$ cat src/rtl/sed_pkg.sv
package sed_pkg;

  localparam int NRES = 4;
  localparam int CNT_W = $clog2(NRES + 1);

  typedef enum logic [2:0] {
    MODE_FINISHED = 3'd0,
    MODE_NORMAL   = 3'd1,
    MODE_ESCAPE   = 3'd2,
    MODE_HEX      = 3'd3,
    MODE_UNICODE  = 3'd4,
    MODE_DECIMAL  = 3'd5
  } mode_t;

  typedef enum logic [1:0] {
    KIND_DATA  = 2'd0,
    KIND_END   = 2'd1,
    KIND_ERROR = 2'd2
  } kind_t;

  typedef enum logic [1:0] {
    ERR_UNTERM  = 2'd0,
    ERR_HEX     = 2'd1,
    ERR_UNICODE = 2'd2,
    ERR_DECIMAL = 2'd3
  } err_t;

  typedef struct packed {
    kind_t      kind;
    logic [7:0] data_byte;
    err_t       error_code;
  } item_t;

  localparam logic [7:0] CH_LF     = 8'h0a;
  localparam logic [7:0] CH_CR     = 8'h0d;
  localparam logic [7:0] CH_QUOTE  = 8'h22;
  localparam logic [7:0] CH_APOS   = 8'h27;
  localparam logic [7:0] CH_BSLASH = 8'h5c;
  localparam logic [7:0] CH_ESC    = 8'h1b;

  localparam logic [24:0] CP_LIMIT = 25'h110000;

  function automatic item_t data_item(input logic [7:0] b);
    return '{kind: KIND_DATA, data_byte: b, error_code: ERR_UNTERM};
  endfunction

  function automatic item_t err_item(input err_t e);
    return '{kind: KIND_ERROR, data_byte: 8'h00, error_code: e};
  endfunction

  function automatic item_t end_item();
    return '{kind: KIND_END, data_byte: 8'h00, error_code: ERR_UNTERM};
  endfunction

  // {valid, value}
  function automatic logic [4:0] hex_digit(input logic [7:0] b);
    logic [4:0] r;
    r = 5'd0;
    case (b) inside
      [8'h30:8'h39]: r = {1'b1, b[3:0]};
      [8'h41:8'h46],
      [8'h61:8'h66]: r = {1'b1, b[3:0] + 4'd9};
      default:       r = 5'd0;
    endcase
    return r;
  endfunction

  // {valid, byte} for the single-character escapes
  function automatic logic [8:0] simple_escape(input logic [7:0] b);
    logic [8:0] r;
    r = 9'd0;
    case (b)
      CH_QUOTE:  r = {1'b1, CH_QUOTE};
      CH_APOS:   r = {1'b1, CH_APOS};
      CH_BSLASH: r = {1'b1, CH_BSLASH};
      "a":       r = {1'b1, 8'h07};
      "b":       r = {1'b1, 8'h08};
      "e":       r = {1'b1, CH_ESC};
      "f":       r = {1'b1, 8'h0c};
      "n":       r = {1'b1, CH_LF};
      "r":       r = {1'b1, CH_CR};
      "t":       r = {1'b1, 8'h09};
      "v":       r = {1'b1, 8'h0b};
      default:   r = 9'd0;
    endcase
    return r;
  endfunction

endpackage

$ cat src/rtl/sed_ifs.sv
interface sed_in_if;
  import sed_pkg::*;

  logic       valid;
  logic       ready;
  logic [7:0] source_byte;
  logic       first;
  logic       end_of_input;

  modport source (output valid, source_byte, first, end_of_input, input ready);
  modport sink   (input valid, source_byte, first, end_of_input, output ready);
endinterface

interface sed_out_if;
  import sed_pkg::*;

  logic       valid;
  logic       ready;
  kind_t      kind;
  logic [7:0] data_byte;
  err_t       error_code;
  logic       last;

  modport source (output valid, kind, data_byte, error_code, last, input ready);
  modport sink   (input valid, kind, data_byte, error_code, last, output ready);
endinterface

$ cat src/rtl/string_literal_escape_decoder.sv
// Decodes the body of a double-quoted string literal, one source byte per
// request, into content bytes (escapes resolved, \u and \U written as UTF-8),
// then an end item at the closing quote or an error item. Each request is
// decoded in the cycle it is accepted and its results land in a four-entry
// result buffer; the input is ready again once the buffer is down to its
// last entry and that entry is being taken. A byte that yields several results
// (up to four, from a UTF-8 sequence or a short decimal escape) holds the
// input while the buffer drains one item per cycle, or none while the output
// is stalled. After an end or an error, bytes are accepted and dropped until
// one arrives with first set.
module string_literal_escape_decoder (
  input  logic      clk,
  input  logic      rst,
  sed_in_if.sink    src,
  sed_out_if.source dst
);
  import sed_pkg::*;

  mode_t       mode, mode_next;
  logic [20:0] acc, acc_next;
  logic [3:0]  cnt, cnt_next;
  logic [3:0]  need, need_next;

  mode_t       m;
  logic [20:0] acc_e;
  logic [3:0]  cnt_e;
  logic [3:0]  need_e;

  logic [7:0]  b;
  logic        eoi;
  logic [4:0]  hx;
  logic        hex_ok;
  logic [3:0]  hv;
  logic [8:0]  esc;
  logic        is_dec;
  logic [3:0]  dv;

  logic [24:0] uni_acc;
  logic        uni_big;
  logic [3:0]  uni_cnt;
  logic        uni_done;
  logic [20:0] cp;
  logic        cp_surr;

  logic [11:0] dec_acc;
  logic [3:0]  dec_cnt;
  logic        dec_done;
  logic        dec_big;

  logic        nb_has;
  item_t       nb_item;
  mode_t       nb_mode;

  item_t          res [NRES];
  logic [CNT_W-1:0] nres;

  item_t          res_q [NRES];
  logic [CNT_W-1:0] count;

  logic accept;
  logic pop;

  // first clears the state before the byte is decoded
  assign m      = src.first ? MODE_NORMAL : mode;
  assign acc_e  = src.first ? '0 : acc;
  assign cnt_e  = src.first ? '0 : cnt;
  assign need_e = src.first ? '0 : need;

  assign b      = src.source_byte;
  assign eoi    = src.end_of_input;
  assign hx     = hex_digit(b);
  assign hex_ok = !eoi && hx[4];
  assign hv     = hx[3:0];
  assign esc    = simple_escape(b);
  assign is_dec = !eoi && (b inside {[8'h30:8'h39]});
  assign dv     = b[3:0];

  assign uni_acc  = {acc_e, hv};
  assign uni_big  = uni_acc >= CP_LIMIT;
  assign uni_cnt  = cnt_e + 4'd1;
  assign uni_done = uni_cnt >= need_e;
  assign cp       = uni_acc[20:0];
  assign cp_surr  = (cp[20:16] == 5'd0) && (cp[15:11] == 5'b11011);

  assign dec_acc  = {4'd0, acc_e[7:0]} * 12'd10 + {8'd0, dv};
  assign dec_cnt  = cnt_e + 4'd1;
  assign dec_done = dec_cnt >= 4'd3;
  assign dec_big  = |dec_acc[11:8];

  // plain byte handling, shared by normal mode and the tail of a short decimal
  always_comb begin
    nb_has  = 1'b1;
    nb_item = data_item(b);
    nb_mode = MODE_NORMAL;
    if (eoi || b == CH_LF || b == CH_CR) begin
      nb_item = err_item(ERR_UNTERM);
      nb_mode = MODE_FINISHED;
    end else if (b == CH_QUOTE) begin
      nb_item = end_item();
      nb_mode = MODE_FINISHED;
    end else if (b == CH_BSLASH) begin
      nb_has  = 1'b0;
      nb_mode = MODE_ESCAPE;
    end
  end

  // next state
  always_comb begin
    mode_next = m;
    acc_next  = acc_e;
    cnt_next  = cnt_e;
    need_next = need_e;
    case (m)
      MODE_NORMAL: mode_next = nb_mode;
      MODE_ESCAPE: begin
        if (eoi) begin
          mode_next = MODE_FINISHED;
        end else if (esc[8]) begin
          mode_next = MODE_NORMAL;
        end else if (b == "x") begin
          mode_next = MODE_HEX;
          acc_next  = '0;
          cnt_next  = '0;
        end else if (b == "u" || b == "U") begin
          mode_next = MODE_UNICODE;
          acc_next  = '0;
          cnt_next  = '0;
          need_next = (b == "u") ? 4'd4 : 4'd8;
        end else if (is_dec) begin
          mode_next = MODE_DECIMAL;
          acc_next  = {17'd0, dv};
          cnt_next  = 4'd1;
        end else begin
          mode_next = MODE_FINISHED;
        end
      end
      MODE_HEX: begin
        if (!hex_ok) begin
          mode_next = MODE_FINISHED;
        end else if (cnt_e == 4'd0) begin
          acc_next = {17'd0, hv};
          cnt_next = 4'd1;
        end else begin
          mode_next = MODE_NORMAL;
        end
      end
      MODE_UNICODE: begin
        if (!hex_ok) begin
          mode_next = MODE_FINISHED;
        end else begin
          acc_next = cp;
          if (uni_big) begin
            mode_next = MODE_FINISHED;
          end else begin
            cnt_next = uni_cnt;
            if (uni_done) begin
              mode_next = cp_surr ? MODE_FINISHED : MODE_NORMAL;
            end
          end
        end
      end
      MODE_DECIMAL: begin
        if (is_dec) begin
          acc_next = {9'd0, dec_acc};
          cnt_next = dec_cnt;
          if (dec_done) begin
            mode_next = dec_big ? MODE_FINISHED : MODE_NORMAL;
          end
        end else begin
          mode_next = nb_mode;
        end
      end
      default: mode_next = MODE_FINISHED;
    endcase
  end

  // results of this byte
  always_comb begin
    for (int i = 0; i < NRES; i++) begin
      res[i] = data_item(8'h00);
    end
    nres = '0;
    case (m)
      MODE_NORMAL: begin
        res[0] = nb_item;
        nres   = nb_has ? CNT_W'(1) : CNT_W'(0);
      end
      MODE_ESCAPE: begin
        if (eoi) begin
          res[0] = err_item(ERR_UNTERM);
          nres   = CNT_W'(1);
        end else if (esc[8]) begin
          res[0] = data_item(esc[7:0]);
          nres   = CNT_W'(1);
        end else if (!(b == "x" || b == "u" || b == "U" || is_dec)) begin
          res[0] = err_item(ERR_DECIMAL);
          nres   = CNT_W'(1);
        end
      end
      MODE_HEX: begin
        if (!hex_ok) begin
          res[0] = err_item(ERR_HEX);
          nres   = CNT_W'(1);
        end else if (cnt_e != 4'd0) begin
          res[0] = data_item({acc_e[3:0], hv});
          nres   = CNT_W'(1);
        end
      end
      MODE_UNICODE: begin
        if (!hex_ok || uni_big) begin
          res[0] = err_item(ERR_UNICODE);
          nres   = CNT_W'(1);
        end else if (uni_done) begin
          if (cp[20:7] == 14'd0) begin
            res[0] = data_item(cp[7:0]);
            nres   = CNT_W'(1);
          end else if (cp[20:11] == 10'd0) begin
            res[0] = data_item({3'b110, cp[10:6]});
            res[1] = data_item({2'b10, cp[5:0]});
            nres   = CNT_W'(2);
          end else if (|cp[20:16]) begin
            res[0] = data_item({5'b11110, cp[20:18]});
            res[1] = data_item({2'b10, cp[17:12]});
            res[2] = data_item({2'b10, cp[11:6]});
            res[3] = data_item({2'b10, cp[5:0]});
            nres   = CNT_W'(4);
          end else if (cp_surr) begin
            res[0] = err_item(ERR_UNICODE);
            nres   = CNT_W'(1);
          end else begin
            res[0] = data_item({4'b1110, cp[15:12]});
            res[1] = data_item({2'b10, cp[11:6]});
            res[2] = data_item({2'b10, cp[5:0]});
            nres   = CNT_W'(3);
          end
        end
      end
      MODE_DECIMAL: begin
        if (is_dec) begin
          if (dec_done) begin
            res[0] = dec_big ? err_item(ERR_DECIMAL) : data_item(dec_acc[7:0]);
            nres   = CNT_W'(1);
          end
        end else begin
          // short escape: flush the value, then treat the byte as plain
          res[0] = data_item(acc_e[7:0]);
          res[1] = nb_item;
          nres   = nb_has ? CNT_W'(2) : CNT_W'(1);
        end
      end
      default: nres = '0;
    endcase
  end

  assign pop       = dst.valid && dst.ready;
  assign src.ready = (count == '0) || (count == CNT_W'(1) && dst.ready);
  assign accept    = src.valid && src.ready;

  always_ff @(posedge clk) begin
    if (rst) begin
      mode <= MODE_FINISHED;
      acc  <= '0;
      cnt  <= '0;
      need <= '0;
    end else if (accept) begin
      mode <= mode_next;
      acc  <= acc_next;
      cnt  <= cnt_next;
      need <= need_next;
    end
  end

  always_ff @(posedge clk) begin
    if (rst) begin
      count <= '0;
    end else if (accept) begin
      count <= nres;
    end else if (pop) begin
      count <= count - CNT_W'(1);
    end
  end

  always_ff @(posedge clk) begin
    if (accept) begin
      for (int i = 0; i < NRES; i++) begin
        res_q[i] <= res[i];
      end
    end else if (pop) begin
      for (int i = 0; i < NRES - 1; i++) begin
        res_q[i] <= res_q[i + 1];
      end
    end
  end

  assign dst.valid      = (count != '0);
  assign dst.kind       = res_q[0].kind;
  assign dst.data_byte  = res_q[0].data_byte;
  assign dst.error_code = res_q[0].error_code;
  assign dst.last       = (count == CNT_W'(1));

  a_count_range: assert property (@(posedge clk) disable iff (rst)
    count <= CNT_W'(NRES))
    else $error("result buffer overfilled");

  a_results_shown: assert property (@(posedge clk) disable iff (rst)
    accept && nres != '0 |=> dst.valid)
    else $error("accepted results not presented");

  a_stall_holds: assert property (@(posedge clk) disable iff (rst)
    dst.valid && !dst.ready |=> $stable(count))
    else $error("buffer changed while output stalled");

  a_term_last: assert property (@(posedge clk) disable iff (rst)
    dst.valid && dst.kind != KIND_DATA |-> dst.last)
    else $error("end or error item not last");

endmodule

$ cat src/flat_wrapper.sv
// flat-port wrapper written by rule: the top's interface ports become plain ports
module string_literal_escape_decoder_flat import sed_pkg::*;
  (clk, rst, src_valid, src_source_byte, src_first, src_end_of_input, src_ready, dst_valid, dst_kind, dst_data_byte, dst_error_code, dst_last, dst_ready);
  sed_in_if src_i ();
  sed_out_if dst_i ();
  input  logic clk;
  input  logic rst;
  input wire logic [$bits(src_i.valid)-1:0] src_valid;
  input wire logic [$bits(src_i.source_byte)-1:0] src_source_byte;
  input wire logic [$bits(src_i.first)-1:0] src_first;
  input wire logic [$bits(src_i.end_of_input)-1:0] src_end_of_input;
  output wire logic [$bits(src_i.ready)-1:0] src_ready;
  output wire logic [$bits(dst_i.valid)-1:0] dst_valid;
  output wire logic [$bits(dst_i.kind)-1:0] dst_kind;
  output wire logic [$bits(dst_i.data_byte)-1:0] dst_data_byte;
  output wire logic [$bits(dst_i.error_code)-1:0] dst_error_code;
  output wire logic [$bits(dst_i.last)-1:0] dst_last;
  input wire logic [$bits(dst_i.ready)-1:0] dst_ready;
  assign src_i.valid = src_valid;
  assign src_i.source_byte = src_source_byte;
  assign src_i.first = src_first;
  assign src_i.end_of_input = src_end_of_input;
  assign src_ready = src_i.ready;
  assign dst_valid = dst_i.valid;
  assign dst_kind = dst_i.kind;
  assign dst_data_byte = dst_i.data_byte;
  assign dst_error_code = dst_i.error_code;
  assign dst_last = dst_i.last;
  assign dst_i.ready = dst_ready;
  string_literal_escape_decoder u_core (.clk(clk), .rst(rst), .src(src_i), .dst(dst_i));
endmodule
$ cat config.mk
export PLATFORM = sky130hd
export DESIGN_NAME = string_literal_escape_decoder_flat
export DESIGN_NICKNAME = d
export VERILOG_FILES = /design/src/rtl/sed_pkg.sv /design/src/rtl/sed_ifs.sv /design/src/rtl/string_literal_escape_decoder.sv /design/src/flat_wrapper.sv
export SDC_FILE = /design/constraint.sdc
export NUM_CORES = 1
export LEC_CHECK = 0
export ABC_AREA = 1
export BUFFER_PORTS_ARGS = -buffer_cell sky130_fd_sc_hd__buf_2
export CAP_MARGIN = 20
export CORE_MARGIN = 1.5
export CORE_UTILIZATION = 40
export CTS_CLUSTER_SIZE = 25
export DETAILED_ROUTE_END_ITERATION = 10
export SLEW_MARGIN = 20
export SYNTH_ARGS = -nofsm -noshare
export SYNTH_HDL_FRONTEND = slang
export SYNTH_SLANG_ARGS = --single-unit
$ cat constraint.sdc
create_clock -name clk -period 7.8 [get_ports clk]
set_input_delay 1.17 -clock clk [delete_from_list [all_inputs] [get_ports clk]]
set_output_delay 1.17 -clock clk [all_outputs]
set_load 0.02 [all_outputs]
; Word-level counts from Yosys, hierarchy flattened
; Memories as Yosys holds them, arrays and structs flattened.
; Cells that the tools add are included.
[word_totals]
register_bits = 35
word_cells = 187
ram_bits = 48
memories = 1
output_inout_bits = 15
input_bits = 14
[classes]
n_mul = 1
n_mux = 111
eq_ne = 23
n_reduce_logical = 30
bitwise_logic = 3
addsub = 4
magnitude_cmp = 9
[memory_table]
columns = memory, words, width, read_ports, rd_clocked_by_memory_dff, write_ports, line_no
row1 = u_core.res_q, 4, 12, 4, 0, 4, string_literal_escape_decoder.sv:57  ; item_t res_q [NRES];
[op_table]
columns = operator, n
row1 = $mux W36, 8
row2 = $mux W21, 10
row3 = $mux W12, 15
row4 = $pmux W9 S11, 1
row5 = $eq A8 B7 Y1 const B, 12
row6 = $pmux W21 S4, 1
row7 = $mux W3, 26
row8 = $mux W24, 3
row9 = $mux W4, 18
row10 = $pmux W12 S5, 1
row11 = $mux W48, 1
row12 = $pmux W3 S5, 2
row13 = $ge A25 B21 Y1 const B, 1
row14 = $pmux W12 S2, 1
row15 = $mux W22, 1
row16 = $mux W10, 2
row17 = $eq A8 B4 Y1 const B, 2
row18 = $eq A8 B6 Y1 const B, 2
row19 = $ge A8 B7 Y1 const B, 2
row20 = $le A8 B7 Y1 const B, 2
row21 = $pmux W4 S4, 1
row22 = $logic_not A14 Y1, 1
row23 = $mux W1, 14
row24 = $add A12 B4 Y12, 1
row25 = 29 further kinds, 53

; Depth between registers and ports, before layout
; Gate-level depths: netlist (run 1).
[depth]
depth_word = 18
depth_mapped = 23
depth_no_buf = 23

; Worst setup path after synthesis (run 1)
; OpenSTA, ideal clock, no wires.
[synth_timing]
path_type = input -> register
startpoint = input src_first
endpoint = memory u_core.res_q[0][11] in the netlist's numbering (data pin)
arrival_time_ps = 3737
setup_slack_ps = 3810
cell_stages = 18
required_ps = 7547
path_buffers = 0
setup_time_ps = 253
path_cell_list = inv_2 nand2_1 nor2_1 nor2_1 ha_1 fa_1 nand3_1 or2_2 nand2_1 nand3_1 nand2_1 nand2_1 nor2_2 nand3_2 nand3_1 nand3_1 nand2_1 nand2_1
[synth_rtl]
columns = item, line_no
row1 = start: declaration, flat_wrapper.sv:10  ; input wire logic [$bits(src_i.first)-1:0] src_first;
row2 = end: declaration, string_literal_escape_decoder.sv:57

==> metrics, run 1 <==
status=completed; Setup Skew=0.00674 ns; yosys warns=0; fin. max-slew vios=0; die width=about 130 microns; Critical Path Most Common Cell=nand2_1; row cnt=47; Total Routed Length=between 20 and 25 mm; CP Data Required Time=between 7 and 8 ns; initial DRC count=between 800 and 900; CTS tree=done; Root Driver=clkbuf_16; Synth Area in Compound Gates=between 10% and 20%; Final ANT Viol Nets=0; Cell variety after synth=45; CTS Buf Count=9; most common cell in the netlist=nand2_1; Mapped Nets=~1100; post-CTS setup buffer count=0; Max Fclk=0.205 GHz; Layout area overhead=7.77%; Sum Neg Setup Slack=0 ns; Most used DFF post-synth=edfxtp_1; Async SR Flop Fraction=0%; diode count=0; GRT Util Overall=27.4%; Post-synth top cells=311 x nand2_1, 135 x inv_1, 119 x nor2_1, 93 x o21ai_0, 74 x nand3_1; CTS clk-pin slew, worst paths=about 0.06 ns; type of origin of the critical path=primary input; worst-margin pin slew=approximately 0.97 ns; starting density of the core=around 41%; mux contribution to synthesized area=0%; H-tree lvl count=3; Crit. End Element=register; CTS sink count=71; Cell Chain, Critical Path=buf_2 -> inv_2 -> nand2_1 -> nor2_1 -> nor2_1 -> ha_1 -> fa_1 -> nand3_1 -> or2_2 -> nand2_1 -> nand3_1 -> nand2_1 -> nand2_1 -> nor2_2 -> nand3_2 -> nand3_1 -> nand3_1 -> nand2_1 -> nand2_1; part of the cycle the worst path needs=~63%; via count=approximately 7300; layout cells sized above 1=~9.2%; slowest library cell on the worst path=fa_1; largest net degree at the start of global routing=40; number of flops mapped to enable cells by yosys=36; Setup Viol. Count Final=0; Cell Pwr Density=around 250 mW/mm^2; DRC=0; Slowest Stage Delay on Critical Path=roughly 0.58 ns; Leak Pwr=between 3 and 4 nW; Vias/cell=approximately 5.5; DP Cell Count=1305; DIE AREA=approximately 0.018 sq mm; grt ovf=0; Critical Path AT=approximately 5.0 ns; cts hold-fix bufs=0; Post-Synth Adder-Cell Area=approximately 4.6%; final non-filler cell total=roughly 1300; sequential area share after synthesis=about a quarter; # fillers=approximately 1800; Final min period=around 4.9 ns; RePlAce Congestion=~1; initial antenna violation count=0; simple-gate area share of the yosys netlist=~37%; DR pass1 iterations=5; largest family of logic cells by synthesized area=simple AND/OR/NAND/NOR gates; fin nets=1134; I/O Buffers=28; Tightest Hold Check Type=reg -> reg; vias in the first global route=a little under 7000; first-pass GRT wire length=between 30 and 40 mm; CP Class=in -> reg; dominant cell type by area after synthesis=nand2_1; fin area=0.00722 sq mm; chip height=approximately 130 microns; max cap viols=0; wire length per cell=18.0 microns; worst skew pair latency=~0.35 ns; Multi-input gate area=roughly 0.0041 sq mm; Slew HR=a little over a third; HPWL Detailed=between 15 and 20 mm; Core ar.=between 0.015 and 0.02 sq mm; xor/xnor cell area share of the yosys netlist=under 10%; Mapped Cells=roughly 1100; post-CTS resize count=0; Synth area leaders=nand2_1 17%, edfxtp_1 16%, dfxtp_1 10%; Ports=29; placed inst area=between 0.006 and 0.007 sq mm; IR drop worst, VDD=between 0.15 and 0.2 mV; crit-path max FO=26; endpoints failing hold=0; CTS max path bufs=2; Register Area=approximately 0.0018 sq mm; Mean Syn Cell Area=between 6 and 7 sq um; area fraction of the dominant cell type after synthesis=approximately 17%; Netlist Area Pre-Place=roughly 0.0067 sq mm; FF+latch count, synth=71; RSZ-0062 raised after global routing=false
## layer usage
metal | part of all wire, % | track usage, %
met1 | 46 | 38.0
met2 | 44 | 43.1
met3 | 8.0 | 5.25
met4 | 2.6 | 8.79
met5 | 0 | 0
## power by group
| group | internal (mW) | leakage [nW] | switching (mW) | total, mW |
|---|---|---|---|---|
| sequential | 0.540 | 0.648 | 0.0427 | 0.583 |
| combinational | 0.211 | 2.55 | 0.582 | 0.793 |
| clock | 0.248 | 0.139 | 0.173 | 0.420 |
| total | 0.999 | 3.33 | 0.798 | 1.80 |
## registers in the layout, summed over array words and instances, names as in the netlist
signal and count:
u_core.res_q 36, u_core.acc 21, u_core.cnt 4, u_core.need 4, u_core.count 3, u_core.mode 3
## logic make-up (layout without fill, tap and decap cells)
logic type,after synthesis,after routing
AND/OR/NAND/NOR,571,571
AO/OA/AOI/OAI,226,226
XOR/XNOR,9,9
buffers and inverters,196,200
flip-flops,71,71
adder cells (fa/ha/maj),24,24
## metrics by stage
stage	worst slack, ns	hold slack, ns	power, mW	utilization (%)
after floorplan	3.81	0.425	1.18	-
after global placement	2.75	0.434	1.37	42.1
after detailed placement	2.59	0.442	1.37	42.1
after CTS	2.94	0.452	1.79	43.9
after global routing	2.61	0.464	1.92	43.9
final	2.92	0.448	1.80	43.9
## layout by cell type, fill, tap and decap left out, drive strengths merged
cell and n:
ha 23, inv 148, nand2 319, nor2 134, clkbuf 9, nand3b 6
a211oi 2, o2111ai 1, a31o 1, fa 1, a21oi 65, xor2 7
a221oi 1, bufinv 1, o21ai 107, clkinv 7, edfxtp 36, nand3 78
a31oi 8, o22ai 13, o31ai 8, nand4 12, dfxtp 35, a21boi 1
buf 33, or2 7, nor3 13, nor4 1, clkinvlp 2, o21bai 6
nor3b 1, o211ai 9, xnor2 2, a22oi 4
## worst max-delay path, delay by kind of cell
| kind | cells | cell delay [ns] |
|---|---|---|
| adder cells (fa/ha/maj) | 2 | 0.83 |
| AND/OR/NAND/NOR | 15 | 2.36 |
| buffers and inverters | 2 | 0.61 |
## path summary, 6_finish.rpt
check / cells past startpoint / end / startpoint / slack [ns]
setup / recovery: 19 / u_core.res_q[0][11]$_DFFE_PP_ / src_first / 2.92
hold / removal: 2 / u_core.need[0]$_SDFFE_PP0P_ / u_core.need[0]$_SDFFE_PP0P_ / 0.45
setup reg to reg: 17 / u_core.res_q[0][11]$_DFFE_PP_ / u_core.acc[0]$_SDFFE_PP0P_ / 3.87
hold reg to reg: 2 / u_core.need[0]$_SDFFE_PP0P_ / u_core.need[0]$_SDFFE_PP0P_ / 0.45
## final cells by class
class                      instances  area share, %
multi-input combinational        830           57.1
tap                              220           3.81
clock inverter                     7          0.988
clock buffer                       9           3.12
sequential                        71           24.7
timing repair buffer              33           2.46
inverter                         151           7.85
Power figures use the tool's default switching activity.
==> run 2: changes to the inputs <==
--- a/config.mk
+++ b/config.mk
@@ -5,7 +5,7 @@
 export SDC_FILE = /design/constraint.sdc
 export NUM_CORES = 1
 export LEC_CHECK = 0
-export ABC_AREA = 1
+export ABC_AREA = 0
 export BUFFER_PORTS_ARGS = -buffer_cell sky130_fd_sc_hd__buf_2
 export CAP_MARGIN = 20
 export CORE_MARGIN = 1.5
==> constraint.sdc (replaced) <==
create_clock -name clk -period 4.8 [get_ports clk]
set_input_delay 0.72 -clock clk [delete_from_list [all_inputs] [get_ports clk]]
set_output_delay 0.72 -clock clk [all_outputs]
set_load 0.02 [all_outputs]
==> metrics, run 2 <==
Netlist Area Pre-Place=0.00635 sq mm (-5.2%); endpoints failing hold=0 (unchanged); RePlAce Congestion=0.995 (-2.3%); status=completed; hold depth=2 (unchanged); Post-synth top cells=92 x nand2_1, 56 x nor2_1, 51 x a21oi_1, 37 x clkbuf_1, 37 x o21ai_0; vias in the first global route=6237 (-7.3%); FF+latch count, synth=71 (unchanged); most common cell after layout, fill and taps aside=nand2_1; Cell Chain, Critical Path=buf_2 -> buf_4 -> nor2b_1 -> and2_1 -> ha_1 -> xor2_1 -> nand3_1 -> nor3_1 -> a21oi_1 -> o221a_2 -> a22oi_1 -> o221ai_1; max cap viols=0 (unchanged); starting density of the core=41.3% (+0.64 points); Vias/cell=6.60 (+20%); number of flops mapped to enable cells by yosys=36 (unchanged); Setup Skew=0.00865 ns (+0.00191 ns); Final min period=approximately 4.3 ns; CTS max path bufs=2 (unchanged); Async SR Flop Fraction=0% (unchanged); worst skew pair latency=0.35 ns (about the same); DIE AREA=0.0166 sq mm (-5.1%); Layout area overhead=8.55%; Final ANT Viol Nets=0 (unchanged); worst-margin pin slew=1.01 ns (+0.0359 ns); first-pass GRT wire length=40.2 mm (+7.7%); wire length per cell=26.4 microns (+46%); Cell Pwr Density=344 mW/mm^2 (+38%); Most used DFF post-synth=edfxtp_1; fin area=0.00690 sq mm (-4.5%); yosys warns=0 (unchanged); GRT Util Overall=32.8% (+5.4 points); Core ar.=0.0154 sq mm (-6.6%); # fillers=1603 (-11%); cts hold-fix bufs=0 (unchanged); Slowest Stage Delay on Critical Path=0.64 ns (+0.06 ns); grt ovf=0 (unchanged); CTS Buf Count=9 (unchanged); placed inst area=0.00663 sq mm (-4.3%); dominant cell type by area after synthesis=edfxtp_1; fin nets=827 (-27%); r2r setup slk=0.67 ns (-3.20 ns); fin. max-slew vios=0 (unchanged); layout cells sized above 1=12.1% (+2.9 points); Top Family by Delay on Critical Path=simple AND/OR/NAND/NOR gates; post-CTS resize count=0 (unchanged); Worst R2R Path Depth=10 (-7); crit-path max FO=44 (+69%); most frequent cells in the layout=92 x nand2_1, 56 x nor2_1, 51 x a21oi_1; WP buf/inv=2 (unchanged); Mapped Cells=792 (-28%); r2r endpoint=u_core.res_q[0][5]$_DFFE_PP_; row cnt=45 (-4.3%); Mean Syn Cell Area=8.02 sq um (+31%); area fraction of the dominant cell type after synthesis=17.0% (-0.41 points); Mapped Nets=830 (-27%); via count=6635 (-8.8%); CTS tree=done; CTS sink count=71 (unchanged); Cell variety after synth=89 (+98%); I/O Buffers=28 (unchanged); Ports=29 (unchanged); initial DRC count=752 (-9.2%); H-tree lvl count=3 (unchanged); RSZ-0062 raised after global routing=false; Setup Viol. Count Final=0 (unchanged); CTS clk-pin slew, worst paths=0.06 ns (about the same); Total Routed Length=26.6 mm (+11%); Leak Pwr=2.39 nW (-28%); Critical Path AT=4.34 ns (-0.65 ns); DRC=0 (unchanged); worst hold endpoint=u_core.need[3]$_SDFFE_PP0P_; slowest library cell on the worst path=nor2b_1; Tightest Hold Check Type=reg -> reg; part of the cycle the worst path needs=about nine tenths; IR drop worst, VDD=0.202 mV (+27%); post-CTS setup buffer count=0 (unchanged); worst r2r src=u_core.acc[5]$_SDFFE_PP0P_; most common cell in the netlist=nand2_1; initial antenna violation count=1 (+1); HPWL Detailed=20.3 mm (+12%); type of origin of the critical path=primary input; Hold Crit Start=u_core.need[3]$_SDFFE_PP0P_; Max Fclk=roughly 0.23 GHz; DR pass1 iterations=5 (unchanged); CP Data Required Time=4.85 ns (-3.05 ns); sequential area share after synthesis=28.0% (+1.5 points); max FFs per register=36 (unchanged); chip height=129 microns (-2.6%); Sum Neg Setup Slack=0 ns (unchanged); diode count=0 (unchanged); Slew HR=30.9% (-4.0 points); Crit. End Element=register; biggest regs=u_core.res_q: 36 flops, u_core.acc: 21 flops; die width=129 microns (-2.6%); Synth area leaders=edfxtp_1 17%, dfxtp_1 11%, nand2_1 5.4%; CP Class=in -> reg; largest net degree at the start of global routing=45 (+13%); Reg with most FFs=u_core.res_q; Root Driver=clkbuf_16
run 2: cell count changes after synthesis, sizes merged, moves of 15 or more:
cell	before	now
nand2	319	92
inv	147	26
nor2	134	56
nand3	78	19
o21ai	107	50
clkbuf	19	37
a22oi	4	20
nand2b	0	15
run 2: cell families after synthesis:
kind of cell             Yosys count  share of synthesized area [%]
adder cells (fa/ha/maj)           25                           5.00
buffers and inverters             90                           6.24
multiplexers                      16                           2.66
AND/OR/NAND/NOR                  296                           24.1
XOR/XNOR                          20                           2.76
flip-flops                        71                           28.0
AO/OA/AOI/OAI                    274                           31.2
run 2: worst max path at each step:
stage / slack [ns] / startpoint / cells past startpoint / end
after floorplan: 0.25 / src_first / 15 / u_core.res_q[0][5]$_DFFE_PP_
after global placement: 0.32 / src_first / 12 / u_core.res_q[0][5]$_DFFE_PP_
after detailed placement: 0.19 / src_first / 12 / u_core.res_q[0][5]$_DFFE_PP_
after CTS: 0.55 / src_first / 12 / u_core.res_q[0][5]$_DFFE_PP_
after global routing: 0.12 / src_first / 12 / u_core.res_q[0][5]$_DFFE_PP_
final: 0.51 / src_first / 12 / u_core.res_q[0][5]$_DFFE_PP_
run 2: layout make-up:
cell class	count	area (sq um)	share of cell area, %
clock buffers	9	225	3.27
clock inverters	7	45.0	0.653
inverters	28	105	1.52
multi-input cells	631	4180	60.7
flip-flops and latches	71	1780	25.8
well taps	211	264	3.83
repair buffers	48	290	4.21
run 2: worst reg2reg max path, delay by kind of cell, from the launching register on:
family,cells,cell delay (ns)
adders and majority gates,1,0.28
DFF,1,0.64
AOI/OAI and AO/OA,7,2.09
and+or+nand+nor,2,0.82
run 2: report_power, final:
part           total [mW]  switching (mW)  internal (mW)
logic               0.829           0.588          0.241
clock network       0.630           0.281          0.349
registers           0.916          0.0620          0.854
total                2.38           0.931           1.44
run 2: per-stage QoR:
stage	hold WS (ns)	utilization (%)	power, mW	worst slack (ns)	std cells
6_report	0.468	44.9	2.38	0.512	1005
5_1_grt	0.500	44.9	2.50	0.119	1005
4_1_cts	0.468	44.9	2.38	0.547	1005
3_5_place_dp	0.462	43.1	1.75	0.187	989
3_3_place_gp	0.449	43.1	1.75	0.323	989
2_1_floorplan	0.440	-	1.51	0.249	792
run 2: layer usage:
metal,up-vias,share of wire (%),track usage [%]
met5,-,0.049,0
met3,75,7.7,7.43
met4,2,4.3,13.4
li1,2994,-,-
met1,3223,44,44.4
met2,341,44,50.7
